File: config.mk
export PLATFORM = sky130hd
export DESIGN_NAME = hmps_ctrl
export DESIGN_NICKNAME = d
export VERILOG_FILES = /design/src/rtl/core/harmonic_max_pool_sum_defines.svh /design/src/rtl/core/hmps_pkg.sv /design/src/rtl/core/hmps_ctrl.sv
export SDC_FILE = /design/constraint.sdc
export NUM_CORES = 1
export LEC_CHECK = 0
export ABC_AREA = 1
export BUFFER_PORTS_ARGS = -buffer_cell sky130_fd_sc_hd__buf_2
export CELL_PAD_IN_SITES_DETAIL_PLACEMENT = 1
export CELL_PAD_IN_SITES_GLOBAL_PLACEMENT = 1
export CORE_UTILIZATION = 37
export DETAILED_ROUTE_END_ITERATION = 10
export PLACE_DENSITY = 0.88
export SLEW_MARGIN = 30
export SYNTH_ARGS = -nofsm -noshare
export SYNTH_HDL_FRONTEND = slang
export SYNTH_SLANG_ARGS = --single-unit
File: constraint.sdc
create_clock -name clk -period 2.5 [get_ports clk]
set_input_delay 0.125 -clock clk [delete_from_list [all_inputs] [get_ports clk]]
set_output_delay 0.125 -clock clk [all_outputs]
set_load 0.05 [all_outputs]
File: src/rtl/core/harmonic_max_pool_sum_defines.svh
// assertion macros for the harmonic max-pool sum block
// expects clk and rst_n in the scope of use
`ifndef HARMONIC_MAX_POOL_SUM_DEFINES_SVH
`define HARMONIC_MAX_POOL_SUM_DEFINES_SVH

// same-cycle implication
`define HMPS_ASSERT_NOW(label, ante, cons, msg) \
  label: assert property (@(posedge clk) disable iff (!rst_n) (ante) |-> (cons)) \
    else $error(msg);

// next-cycle implication
`define HMPS_ASSERT_NXT(label, ante, cons, msg) \
  label: assert property (@(posedge clk) disable iff (!rst_n) (ante) |=> (cons)) \
    else $error(msg);

`endif

File: src/rtl/core/hmps_pkg.sv
// shared types and constants for the harmonic max-pool sum block
// no dependencies
`timescale 1ns / 1ps

package hmps_pkg;

  localparam int SAMPLE_W    = 16;
  localparam int IDX_W       = 9;
  localparam int BIN_W       = 7;
  localparam int SUM_W       = 40;
  localparam int ACC_W       = 42;
  localparam int PROD_W      = 32;
  localparam int COUNT_W     = 3;
  localparam int HARM_W      = 3;
  localparam int NUM_WEIGHTS = 4;
  localparam int CFG_IDX_W   = 3;
  localparam int CFG_DATA_W  = 16;
  localparam int IN_DATA_W   = 72;
  localparam int OUT_DATA_W  = 48;

  localparam logic OP_WRITE   = 1'b0;
  localparam logic OP_COMPUTE = 1'b1;

  localparam logic [CFG_IDX_W-1:0] CFG_HARM_COUNT   = 3'd0;
  localparam logic [CFG_IDX_W-1:0] CFG_WEIGHT_ONE   = 3'd1;
  localparam logic [CFG_IDX_W-1:0] CFG_WEIGHT_TWO   = 3'd2;
  localparam logic [CFG_IDX_W-1:0] CFG_WEIGHT_THREE = 3'd3;
  localparam logic [CFG_IDX_W-1:0] CFG_WEIGHT_FOUR  = 3'd4;

  localparam logic signed [SUM_W-1:0] SUM_MAX = {1'b0, {(SUM_W-1){1'b1}}};
  localparam logic signed [SUM_W-1:0] SUM_MIN = {1'b1, {(SUM_W-1){1'b0}}};

  typedef logic signed [SAMPLE_W-1:0] hmps_weight_t;

  typedef struct packed {
    logic              wr;
    logic              start;
    logic              rd;
    logic [HARM_W-1:0] k;
    logic              mul;
    logic [HARM_W-1:0] harm;
    logic              acc;
    logic              load_out;
  } hmps_cmd_t;

  typedef struct packed {
    logic out_free;
  } hmps_status_t;

endpackage

File: src/rtl/core/hmps_ctrl.sv
// sequencer for the harmonic max-pool sum block
// depends on hmps_pkg
`timescale 1ns / 1ps

module hmps_ctrl (
  input  logic                          clk,
  input  logic                          rst_n,
  input  logic                          in_tvalid,
  output logic                          in_tready,
  input  logic                          in_op,
  input  logic                          bin_ok,
  input  logic [hmps_pkg::COUNT_W-1:0]  count,
  input  hmps_pkg::hmps_status_t        st,
  output hmps_pkg::hmps_cmd_t           cmd
);
  import hmps_pkg::*;

  typedef enum logic [2:0] {
    S_IDLE,
    S_RD,
    S_DRAIN,
    S_MUL,
    S_ACC,
    S_DONE
  } state_t;

  state_t              state_r, state_nxt;
  logic [HARM_W-1:0]   h_r, h_nxt;
  logic [HARM_W-1:0]   k_r, k_nxt;
  logic [COUNT_W-1:0]  last_h;

  assign in_tready = (state_r == S_IDLE);
  assign last_h    = count - COUNT_W'(1);

  always_comb begin
    state_nxt = state_r;
    h_nxt     = h_r;
    k_nxt     = k_r;
    cmd       = '0;
    cmd.k     = k_r;
    cmd.harm  = h_r;
    case (state_r)
      S_IDLE: begin
        if (in_tvalid) begin
          if (in_op == OP_WRITE) begin
            cmd.wr = 1'b1;
          end else if (bin_ok) begin
            cmd.start = 1'b1;
            h_nxt     = '0;
            k_nxt     = '0;
            state_nxt = (count == '0) ? S_DONE : S_RD;
          end
        end
      end
      S_RD: begin
        cmd.rd = 1'b1;
        if (k_r == h_r) begin
          k_nxt     = '0;
          state_nxt = S_DRAIN;
        end else begin
          k_nxt = k_r + HARM_W'(1);
        end
      end
      S_DRAIN: begin
        state_nxt = S_MUL;
      end
      S_MUL: begin
        cmd.mul   = 1'b1;
        state_nxt = S_ACC;
      end
      S_ACC: begin
        cmd.acc = 1'b1;
        if (h_r == HARM_W'(last_h)) begin
          state_nxt = S_DONE;
        end else begin
          h_nxt     = h_r + HARM_W'(1);
          state_nxt = S_RD;
        end
      end
      S_DONE: begin
        if (st.out_free) begin
          cmd.load_out = 1'b1;
          state_nxt    = S_IDLE;
        end
      end
      default: begin
        state_nxt = S_IDLE;
      end
    endcase
  end

  always_ff @(posedge clk) begin
    if (!rst_n) begin
      state_r <= S_IDLE;
      h_r     <= '0;
      k_r     <= '0;
    end else begin
      state_r <= state_nxt;
      h_r     <= h_nxt;
      k_r     <= k_nxt;
    end
  end

endmodule

# Word-level counts from Yosys, hierarchy flattened
# Cells that the tools add are included.
# word_totals
register_bits	9
in_bits	9
output_inout_bits	13
# classes
addsub	3
eq_ne	13
mux	25
reduce_logical	7
# ops
op	n
$mux W3	12
$pmux W3 S6	1
$pmux W3 S2	2
$reduce_and A5 Y1	2
$mux W1	8
$ne A2 B2 Y1 const B	4
$add A3 B1 Y3 const B	2
$eq A3 B2 Y1 const B	2
$eq A3 B3 Y1	2
$eq A3 B3 Y1 const B	2
$logic_not A3 Y1	2
$mux W2	2
$ne A2 B1 Y1 const B	2
$reduce_and A4 Y1	1
$reduce_bool A2 Y1	2
$eq A3 B1 Y1 const B	1
$sub A3 B1 Y3 const B	1

# Depth between registers and ports, before layout
# Gate-level depths: netlist of run 1.
# logic_depth
depth_word	6
ltp_mapped	12
mapped_depth_nobuf	12

# Worst setup path before layout of run 1
# OpenSTA, ideal clock, no wires.
# synth_path
path_kind	flip-flop to output port
startpoint	register state_r[1]
endpoint	output port cmd[11] (netlist name)
arrival_time_ps	2091
required_ps	2375
slack_ps	284
path_stages_with_launch	6
n_path_buf	0
cell_sequence	dfxtp_1 > inv_2 > nand2_4 > nor2_4 > inv_4 > nor3b_1
# synth_lines
item	line_no	source
start: declaration	hmps_ctrl.sv:27	state_t state_r, state_nxt;
start signal: assignment	hmps_ctrl.sv:98	state_r <= state_nxt;
end: declaration	hmps_ctrl.sv:14	output hmps_pkg::hmps_cmd_t cmd

==> flow_summary.toml, run 1 <==
[run_status]
outcome = "complete, no violations"

[detailed_routing]
post-route-drc-count = 0
drt_pass1_iterations = 4
antenna_violation_net_count_after_detailed_routing = 0
first_iter_violations = 2
wire_per_inst_um = 11.82
detail_route.wirelength_um = 1844
dr_total_vias = 739
via_density_per_instance = 4.737

[critical_path]
path_max_fanout = 5
timing.critical_path.slowest_stage_cell = "sky130_fd_sc_hd__dfxtp_1"
worst-r2r-setup-slack_ns = 1.18
worst-endpoint-required_ns = 2.38
peak_per_stage_delay_on_the_critical_path_ns = 0.37
setup.worst_path.end_class = "output pin"
timing.rr.start = "state_r[1]"
rr_worst_depth = 10
regToRegEndpoint = "h_r[2]"
data_arrival_time_of_the_critical_path_ns = 1.55
startpoint_type = "flip-flop"
crit_type = "flip-flop to output pin"
critical_path.cell_chain = "inv_2 > nand2_4 > nor2_4 > inv_4 > nor3b_1 > buf_2"

[sta]
final.setup.worst_slack_ns = 0.8225
max_freq_mhz = 596.1
setup_violations = 0
timing.hold.ws_ns = 0.1410
rsz_0062_raised_after_global_routing = "false"
fin_setup_tns_ns = 0
tightest_slew_ns = 0.3740
remaining_max_slew_budget_at_the_tightest_pin_pct = 74.98
timing.final.crit_share_pct = 67.10
finalWorstPathRequiredPeriod_ns = 1.677
timing.final.hold_violations = 0
clock-skew-final_ns = 0.002379
timing_max_transition_violations_final = 0

[clocking]
postCtsSetupRepairBufs = 0
cts.sinks = 9
cts_resized = 0
worst_setup_hold_path_clk_slew_ns = 0.06
hold_buffers = 0
number_of_buffers_created_by_cts = 3
cts_tree = "yes"
cts.root.buffer_cell = "sky130_fd_sc_hd__clkbuf_4"
h-tree-depth = 1
clock_insertion_delay_at_the_later_pin_of_the_skew_report_ns = 0.26
cts_max_path_buffers = 2

[yosys]
yosys-mux-area-fraction_pct = 0
combinational_family_with_the_most_area_after_synthesis = "simple AND/OR/NAND/NOR gates"
synth_compound_area_share_pct = 5.537
synth-simple-area-share_pct = 45.81
synthDominantCellAreaShare_pct = 24.16
synthTopCellsByCount = "sky130_fd_sc_hd__nand2_1, sky130_fd_sc_hd__inv_1, sky130_fd_sc_hd__dfxtp_1, sky130_fd_sc_hd__nand3_1, sky130_fd_sc_hd__nor2_1"
ys_top_cells_by_area = "sky130_fd_sc_hd__dfxtp_1, sky130_fd_sc_hd__nand2_1, sky130_fd_sc_hd__inv_1"
synth.net_count = 119
netlist_instances = 106
avgSynthCellArea_um2 = 7.035
synth-seq-area-share_pct = 24.16
synthAdderAreaFrac_pct = 6.711
flops_latches_synth = 9
yosys_warnings = 0
synthFlopType = "sky130_fd_sc_hd__dfxtp_1"
synth_xor_area_share_pct = 5.872
number_of_enable_type_register_cells_in_the_synthesized_netlist = 0
async_set_or_reset_flop_fraction_in_the_synthesized_netlist_pct = 0
yosys.cell_count.top_type = "sky130_fd_sc_hd__nand2_1"
cell_variety_after_synth = 28
most_area_hungry_cell_type_in_the_yosys_netlist = "sky130_fd_sc_hd__dfxtp_1"
syn_area_um2 = 745.7

[power_and_ir_drop]
peak_vdd_ir_v = 0.0002811
finalPower_mw = 0.4891
power_per_cell_area_nw_per_um2 = 538.5
leakage_nw = 0.4857

[finish]
nFillCells = 266
layoutNonFillerInstCount = 156
design_area_um2 = 908.4
areaGrowthSynthToFinish_pct = 21.81
final_net_count = 145
n_antenna_cell = 0
drive_above_1_share_pct = 32.82
finalCoreUtilization_pct = 50.42

[placed_design]
port_buffers = 21
detailedPlacementHpwl_um = 1609
placedInstanceArea_um2 = 882.1
place_ws_ns = 0.9703
dp_cells = 152
gp_congestion = 0.7562

[floorplanning]
dieWidth_um = 46.90
die_area_um2 = 2199
row_count = 15
floorplan_core_area_um2 = 1802
initial_utilization_pct = 41.39
top_level_ports = 22
floorplan.die.height_um = 46.90

[worst_hold_path]
timing.hold.worst.class = "input port to flip-flop"
hold-path-endpoint = "state_r[0]"
worst_hold_path.num_cells = 3
worstHoldStart = "rst_n"

[global_route]
grtUsageTotal_pct = 20.30
antenna_found_initial = 0
grt_first_pass_wirelength_um = 3036
grt_start_max_net_pins = 8
overflow = 0
first_global_vias = 747

[flow_run]
drv.max_cap_violation_count = 0
[final cells by class]
| type | count | area, um^2 | area share (%) |
|---|---|---|---|
| Inverter | 21 | 88.84 | 9.780 |
| Timing Repair Buffer | 21 | 105.1 | 11.57 |
| Multi-Input combinational cell | 76 | 476.7 | 52.48 |
| Sequential cell | 9 | 180.2 | 19.83 |
| Tap cell | 25 | 31.28 | 3.444 |
| Clock buffer | 4 | 26.28 | 2.893 |
[worst max-delay path, delay by kind of cell (launching register included)]
family	cells	cell delay, ns
DFF	1	0.37
buffers and inverters	3	0.49
and+or+nand+nor	3	0.43
[worst max path at each step]
stage	cells after the start	to	from	slack [ns]
floorplan	5	cmd[11]	state_r[1]	0.28
global placement	12	h_r[2]	count[0]	1.06
detailed placement	13	h_r[2]	count[0]	0.97
CTS	6	cmd[11]	state_r[1]	0.81
global route	6	cmd[11]	state_r[1]	0.71
finish	6	cmd[11]	state_r[1]	0.82
[power by group]
| group | switching (mW) | internal, mW | leakage (nW) |
|---|---|---|---|
| sequential | 0.0156 | 0.153 | 0.0731 |
| combinational | 0.146 | 0.0634 | 0.398 |
| clock | 0.0500 | 0.0615 | 0.0150 |
[sequential cells by signal (all words and copies together), names as in the netlist]
| signal | count |
|---|---|
| k_r | 3 |
| state_r | 3 |
| h_r | 3 |
[cells in the final DEF (no fill, tap or decap), drive strengths merged, types with 2 or more instances in the layout]
cell type / count
nand3: 10
clkbuf: 4
xnor2: 2
nand2: 29
inv: 21
dfxtp: 9
ha: 4
buf: 21
nand3b: 2
nor2: 13
a21oi: 5
xor2: 3
nor3b: 2
[logic make-up after synthesis]
family	Yosys count
flops	9
compound gates	7
buf+inv	21
fa+ha+maj	4
xor+xnor	5
simple gates	60
[metal layers]
metal	up-vias	GRT usage [%]	part of all wire [%]
met5	-	0	0
li1	378	-	-
met2	16	40.28	58
met4	0	5.143	0.65
met3	2	6.923	4.2
met1	343	19.72	37
(Power assumes the default switching activity.)
==> inputs of run 2 (changes only) <==
--- a/config.mk
+++ b/config.mk
@@ -5,13 +5,13 @@
 export SDC_FILE = /design/constraint.sdc
 export NUM_CORES = 1
 export LEC_CHECK = 0
-export ABC_AREA = 1
+export ABC_AREA = 0
 export BUFFER_PORTS_ARGS = -buffer_cell sky130_fd_sc_hd__buf_2
 export CELL_PAD_IN_SITES_DETAIL_PLACEMENT = 1
 export CELL_PAD_IN_SITES_GLOBAL_PLACEMENT = 1
-export CORE_UTILIZATION = 37
+export CORE_UTILIZATION = 34
 export DETAILED_ROUTE_END_ITERATION = 10
-export PLACE_DENSITY = 0.88
+export PLACE_DENSITY = 0.82
 export SLEW_MARGIN = 30
 export SYNTH_ARGS = -nofsm -noshare
 export SYNTH_HDL_FRONTEND = slang
==> constraint.sdc (replaced) <==
create_clock -name clk -period 1.55 [get_ports clk]
set_input_delay 0.0775 -clock clk [delete_from_list [all_inputs] [get_ports clk]]
set_output_delay 0.0775 -clock clk [all_outputs]
set_load 0.05 [all_outputs]
==> flow_summary.toml, run 2 <==
[global_route]
grtUsageMet2_pct = 30.99
met3_usage_pct = 5.952
grt_first_pass_wirelength_um = 2898
grtUsageTotal_pct = 19.95
antenna_found_initial = 0
grt_most_used_layer = "met2"
overflow = 0
grt_start_max_net_pins = 15
gr-usage-met1_pct = 24.47
first_global_vias = 641

[finish]
layout.cells.most_common = "sky130_fd_sc_hd__buf_2"
finalCoreUtilization_pct = 51.63
areaGrowthSynthToFinish_pct = 38.93
layout_common_cells = "sky130_fd_sc_hd__buf_2, sky130_fd_sc_hd__xnor2_1, sky130_fd_sc_hd__dfxtp_1"
reg_top3 = "h_r x3, k_r x3, state_r x3"
drive_above_1_share_pct = 37.04
nFillCells = 243
final_net_count = 122
n_antenna_cell = 0

[yosys]
avgSynthCellArea_um2 = 8.299
synthFlopType = "sky130_fd_sc_hd__dfxtp_1"
number_of_enable_type_register_cells_in_the_synthesized_netlist = 0
netlist_instances = 79
flops_latches_synth = 9
synthDominantCellAreaShare_pct = 27.48
cell_variety_after_synth = 32
yosys_warnings = 0
ys_top_cells_by_area = "sky130_fd_sc_hd__dfxtp_1, sky130_fd_sc_hd__xnor2_1, sky130_fd_sc_hd__ha_1"
async_set_or_reset_flop_fraction_in_the_synthesized_netlist_pct = 0
synth-seq-area-share_pct = 27.48
syn_area_um2 = 655.6
synthTopCellsByCount = "sky130_fd_sc_hd__dfxtp_1, sky130_fd_sc_hd__xnor2_1, sky130_fd_sc_hd__inv_1, sky130_fd_sc_hd__nor2_1"
most_area_hungry_cell_type_in_the_yosys_netlist = "sky130_fd_sc_hd__dfxtp_1"
synth.net_count = 92

[critical_path]
timing.critical_path.slowest_stage_cell = "sky130_fd_sc_hd__or3_4"
critical_path.cell_chain = "or3_4 > or2_4 > inv_4 > buf_8"
crit_type = "flip-flop to output pin"
peak_per_stage_delay_on_the_critical_path_ns = 0.39
data_arrival_time_of_the_critical_path_ns = 1.44
path_max_fanout = 3
worst-endpoint-required_ns = 1.47
critical_path.n_buffers_inverters = 2
setup.worst_path.end_class = "output pin"
cp_top_family = "simple AND/OR/NAND/NOR gates"
startpoint_type = "flip-flop"

[sta]
final.setup.worst_slack_ns = 0.03032
remaining_max_slew_budget_at_the_tightest_pin_pct = 72.24
rsz_0062_raised_after_global_routing = "true"
max_freq_mhz = 658.0
finalWorstPathRequiredPeriod_ns = 1.520
timing.final.crit_share_pct = 98.04
setup_violations = 0
timing_max_transition_violations_final = 0
clock-skew-final_ns = 0.0008997
tightest_slew_ns = 0.4132
timing.final.hold_violations = 0

[clocking]
clock_insertion_delay_at_the_later_pin_of_the_skew_report_ns = 0.26
number_of_buffers_created_by_cts = 3
hold_buffers = 0
cts_max_path_buffers = 2
cts_tree = "yes"
cts.sinks = 9
h-tree-depth = 1
worst_setup_hold_path_clk_slew_ns = 0.06
cts.root.buffer_cell = "sky130_fd_sc_hd__clkbuf_4"

[placed_design]
place_ws_ns = -0.1715
gp_congestion = 0.8020
detailedPlacementHpwl_um = 1417
port_buffers = 21

[floorplanning]
floorplan.die.height_um = 45.91
initial_utilization_pct = 37.16
top_level_ports = 22
floorplan_core_area_um2 = 1764
row_count = 15
die_area_um2 = 2108
dieWidth_um = 45.91

[power_and_ir_drop]
power_per_cell_area_nw_per_um2 = 707.0
peak_vdd_ir_v = 0.0004419
leakage_nw = 0.4310

[flow_run]
drv.max_cap_violation_count = 0

[detailed_routing]
dr_total_vias = 683
wire_per_inst_um = 13.59
via_density_per_instance = 5.135
first_iter_violations = 4
antenna_violation_net_count_after_detailed_routing = 0
drt_pass1_iterations = 3
post-route-drc-count = 0
detail_route.wirelength_um = 1808

[run_status]
outcome = "complete, no violations"

[worst_hold_path]
timing.hold.worst.class = "input port to flip-flop"
==> run 2: cell families (layout without fill, tap and decap cells) <==
group	Yosys count	after routing	share of synthesized area (%)
DFF	9	9	27.48
and+or+nand+nor	29	29	26.53
muxes	1	1	1.527
AOI/OAI and AO/OA	16	16	17.56
buffers and inverters	10	39	5.915
xor gates and xnor gates	10	10	13.36
adders and majority gates	4	4	7.634
==> run 2: final timing paths <==
check,from,endpoint,slack [ns],depth (start not counted)
worst max-delay path,state_r[2],cmd[10],0.03,4
worst min-delay path,rst_n,state_r[0],0.09,3
worst max register to register,state_r[2],k_r[0],0.07,5
worst min register to register,h_r[1],h_r[1],0.51,2
==> run 2: power by group <==
group / switching [mW] / internal [mW] / leakage, nW
sequential: 0.00812 / 0.239 / 0.0739
clock: 0.0881 / 0.0996 / 0.0150
combinational: 0.127 / 0.0820 / 0.342
total: 0.223 / 0.421 / 0.431
==> run 2: repair_timing <==
item                       in CTS  in global routing
gates resized for setup         6                  5
buffers inserted                1                  0
pin swaps                       1                  0
setup endpoints to repair       2                  4
==> run 2: stage by stage <==
stage / hold slack (ns) / total power, mW / instance area [um^2] / setup TNS, ns / std cells
global route: 0.08546 / 0.6851 / 910.9 / -0.01734 / 133
CTS: 0.08500 / 0.6459 / 893.4 / 0 / 133
global placement: 0.3630 / 0.4381 / 838.3 / -0.08084 / 128
floorplan: 0.1950 / 0.3860 / 669.4 / -0.2952 / 79
detailed placement: 0.3724 / 0.4454 / 838.3 / -0.2812 / 128
finish: 0.08711 / 0.6440 / 910.9 / 0 / 133
==> run 2: worst min-delay path, stage by stage <==
cell and delay [ns]:
sky130_fd_sc_hd__buf_2 0.13, sky130_fd_sc_hd__nand2_1 0.06, sky130_fd_sc_hd__a221oi_1 0.04
==> run 2: layout make-up <==
class                           count  area (um^2)  area share (%)
Clock buffer                        4        26.28           2.885
Tap cell                           25        31.28           3.434
Timing Repair Buffer               28        180.2           19.78
Inverter                            7        28.78           3.159
Sequential cell                     9        182.7           20.05
Multi-Input combinational cell     60        461.7           50.69
==> run 2: metal layers <==
metal  vias to the layer above  share of wire (%)
li1                        338                  -
met1                       325                 46
met2                        16                 49
met3                         4                2.7
met4                         0                2.1
met5                         -                  0
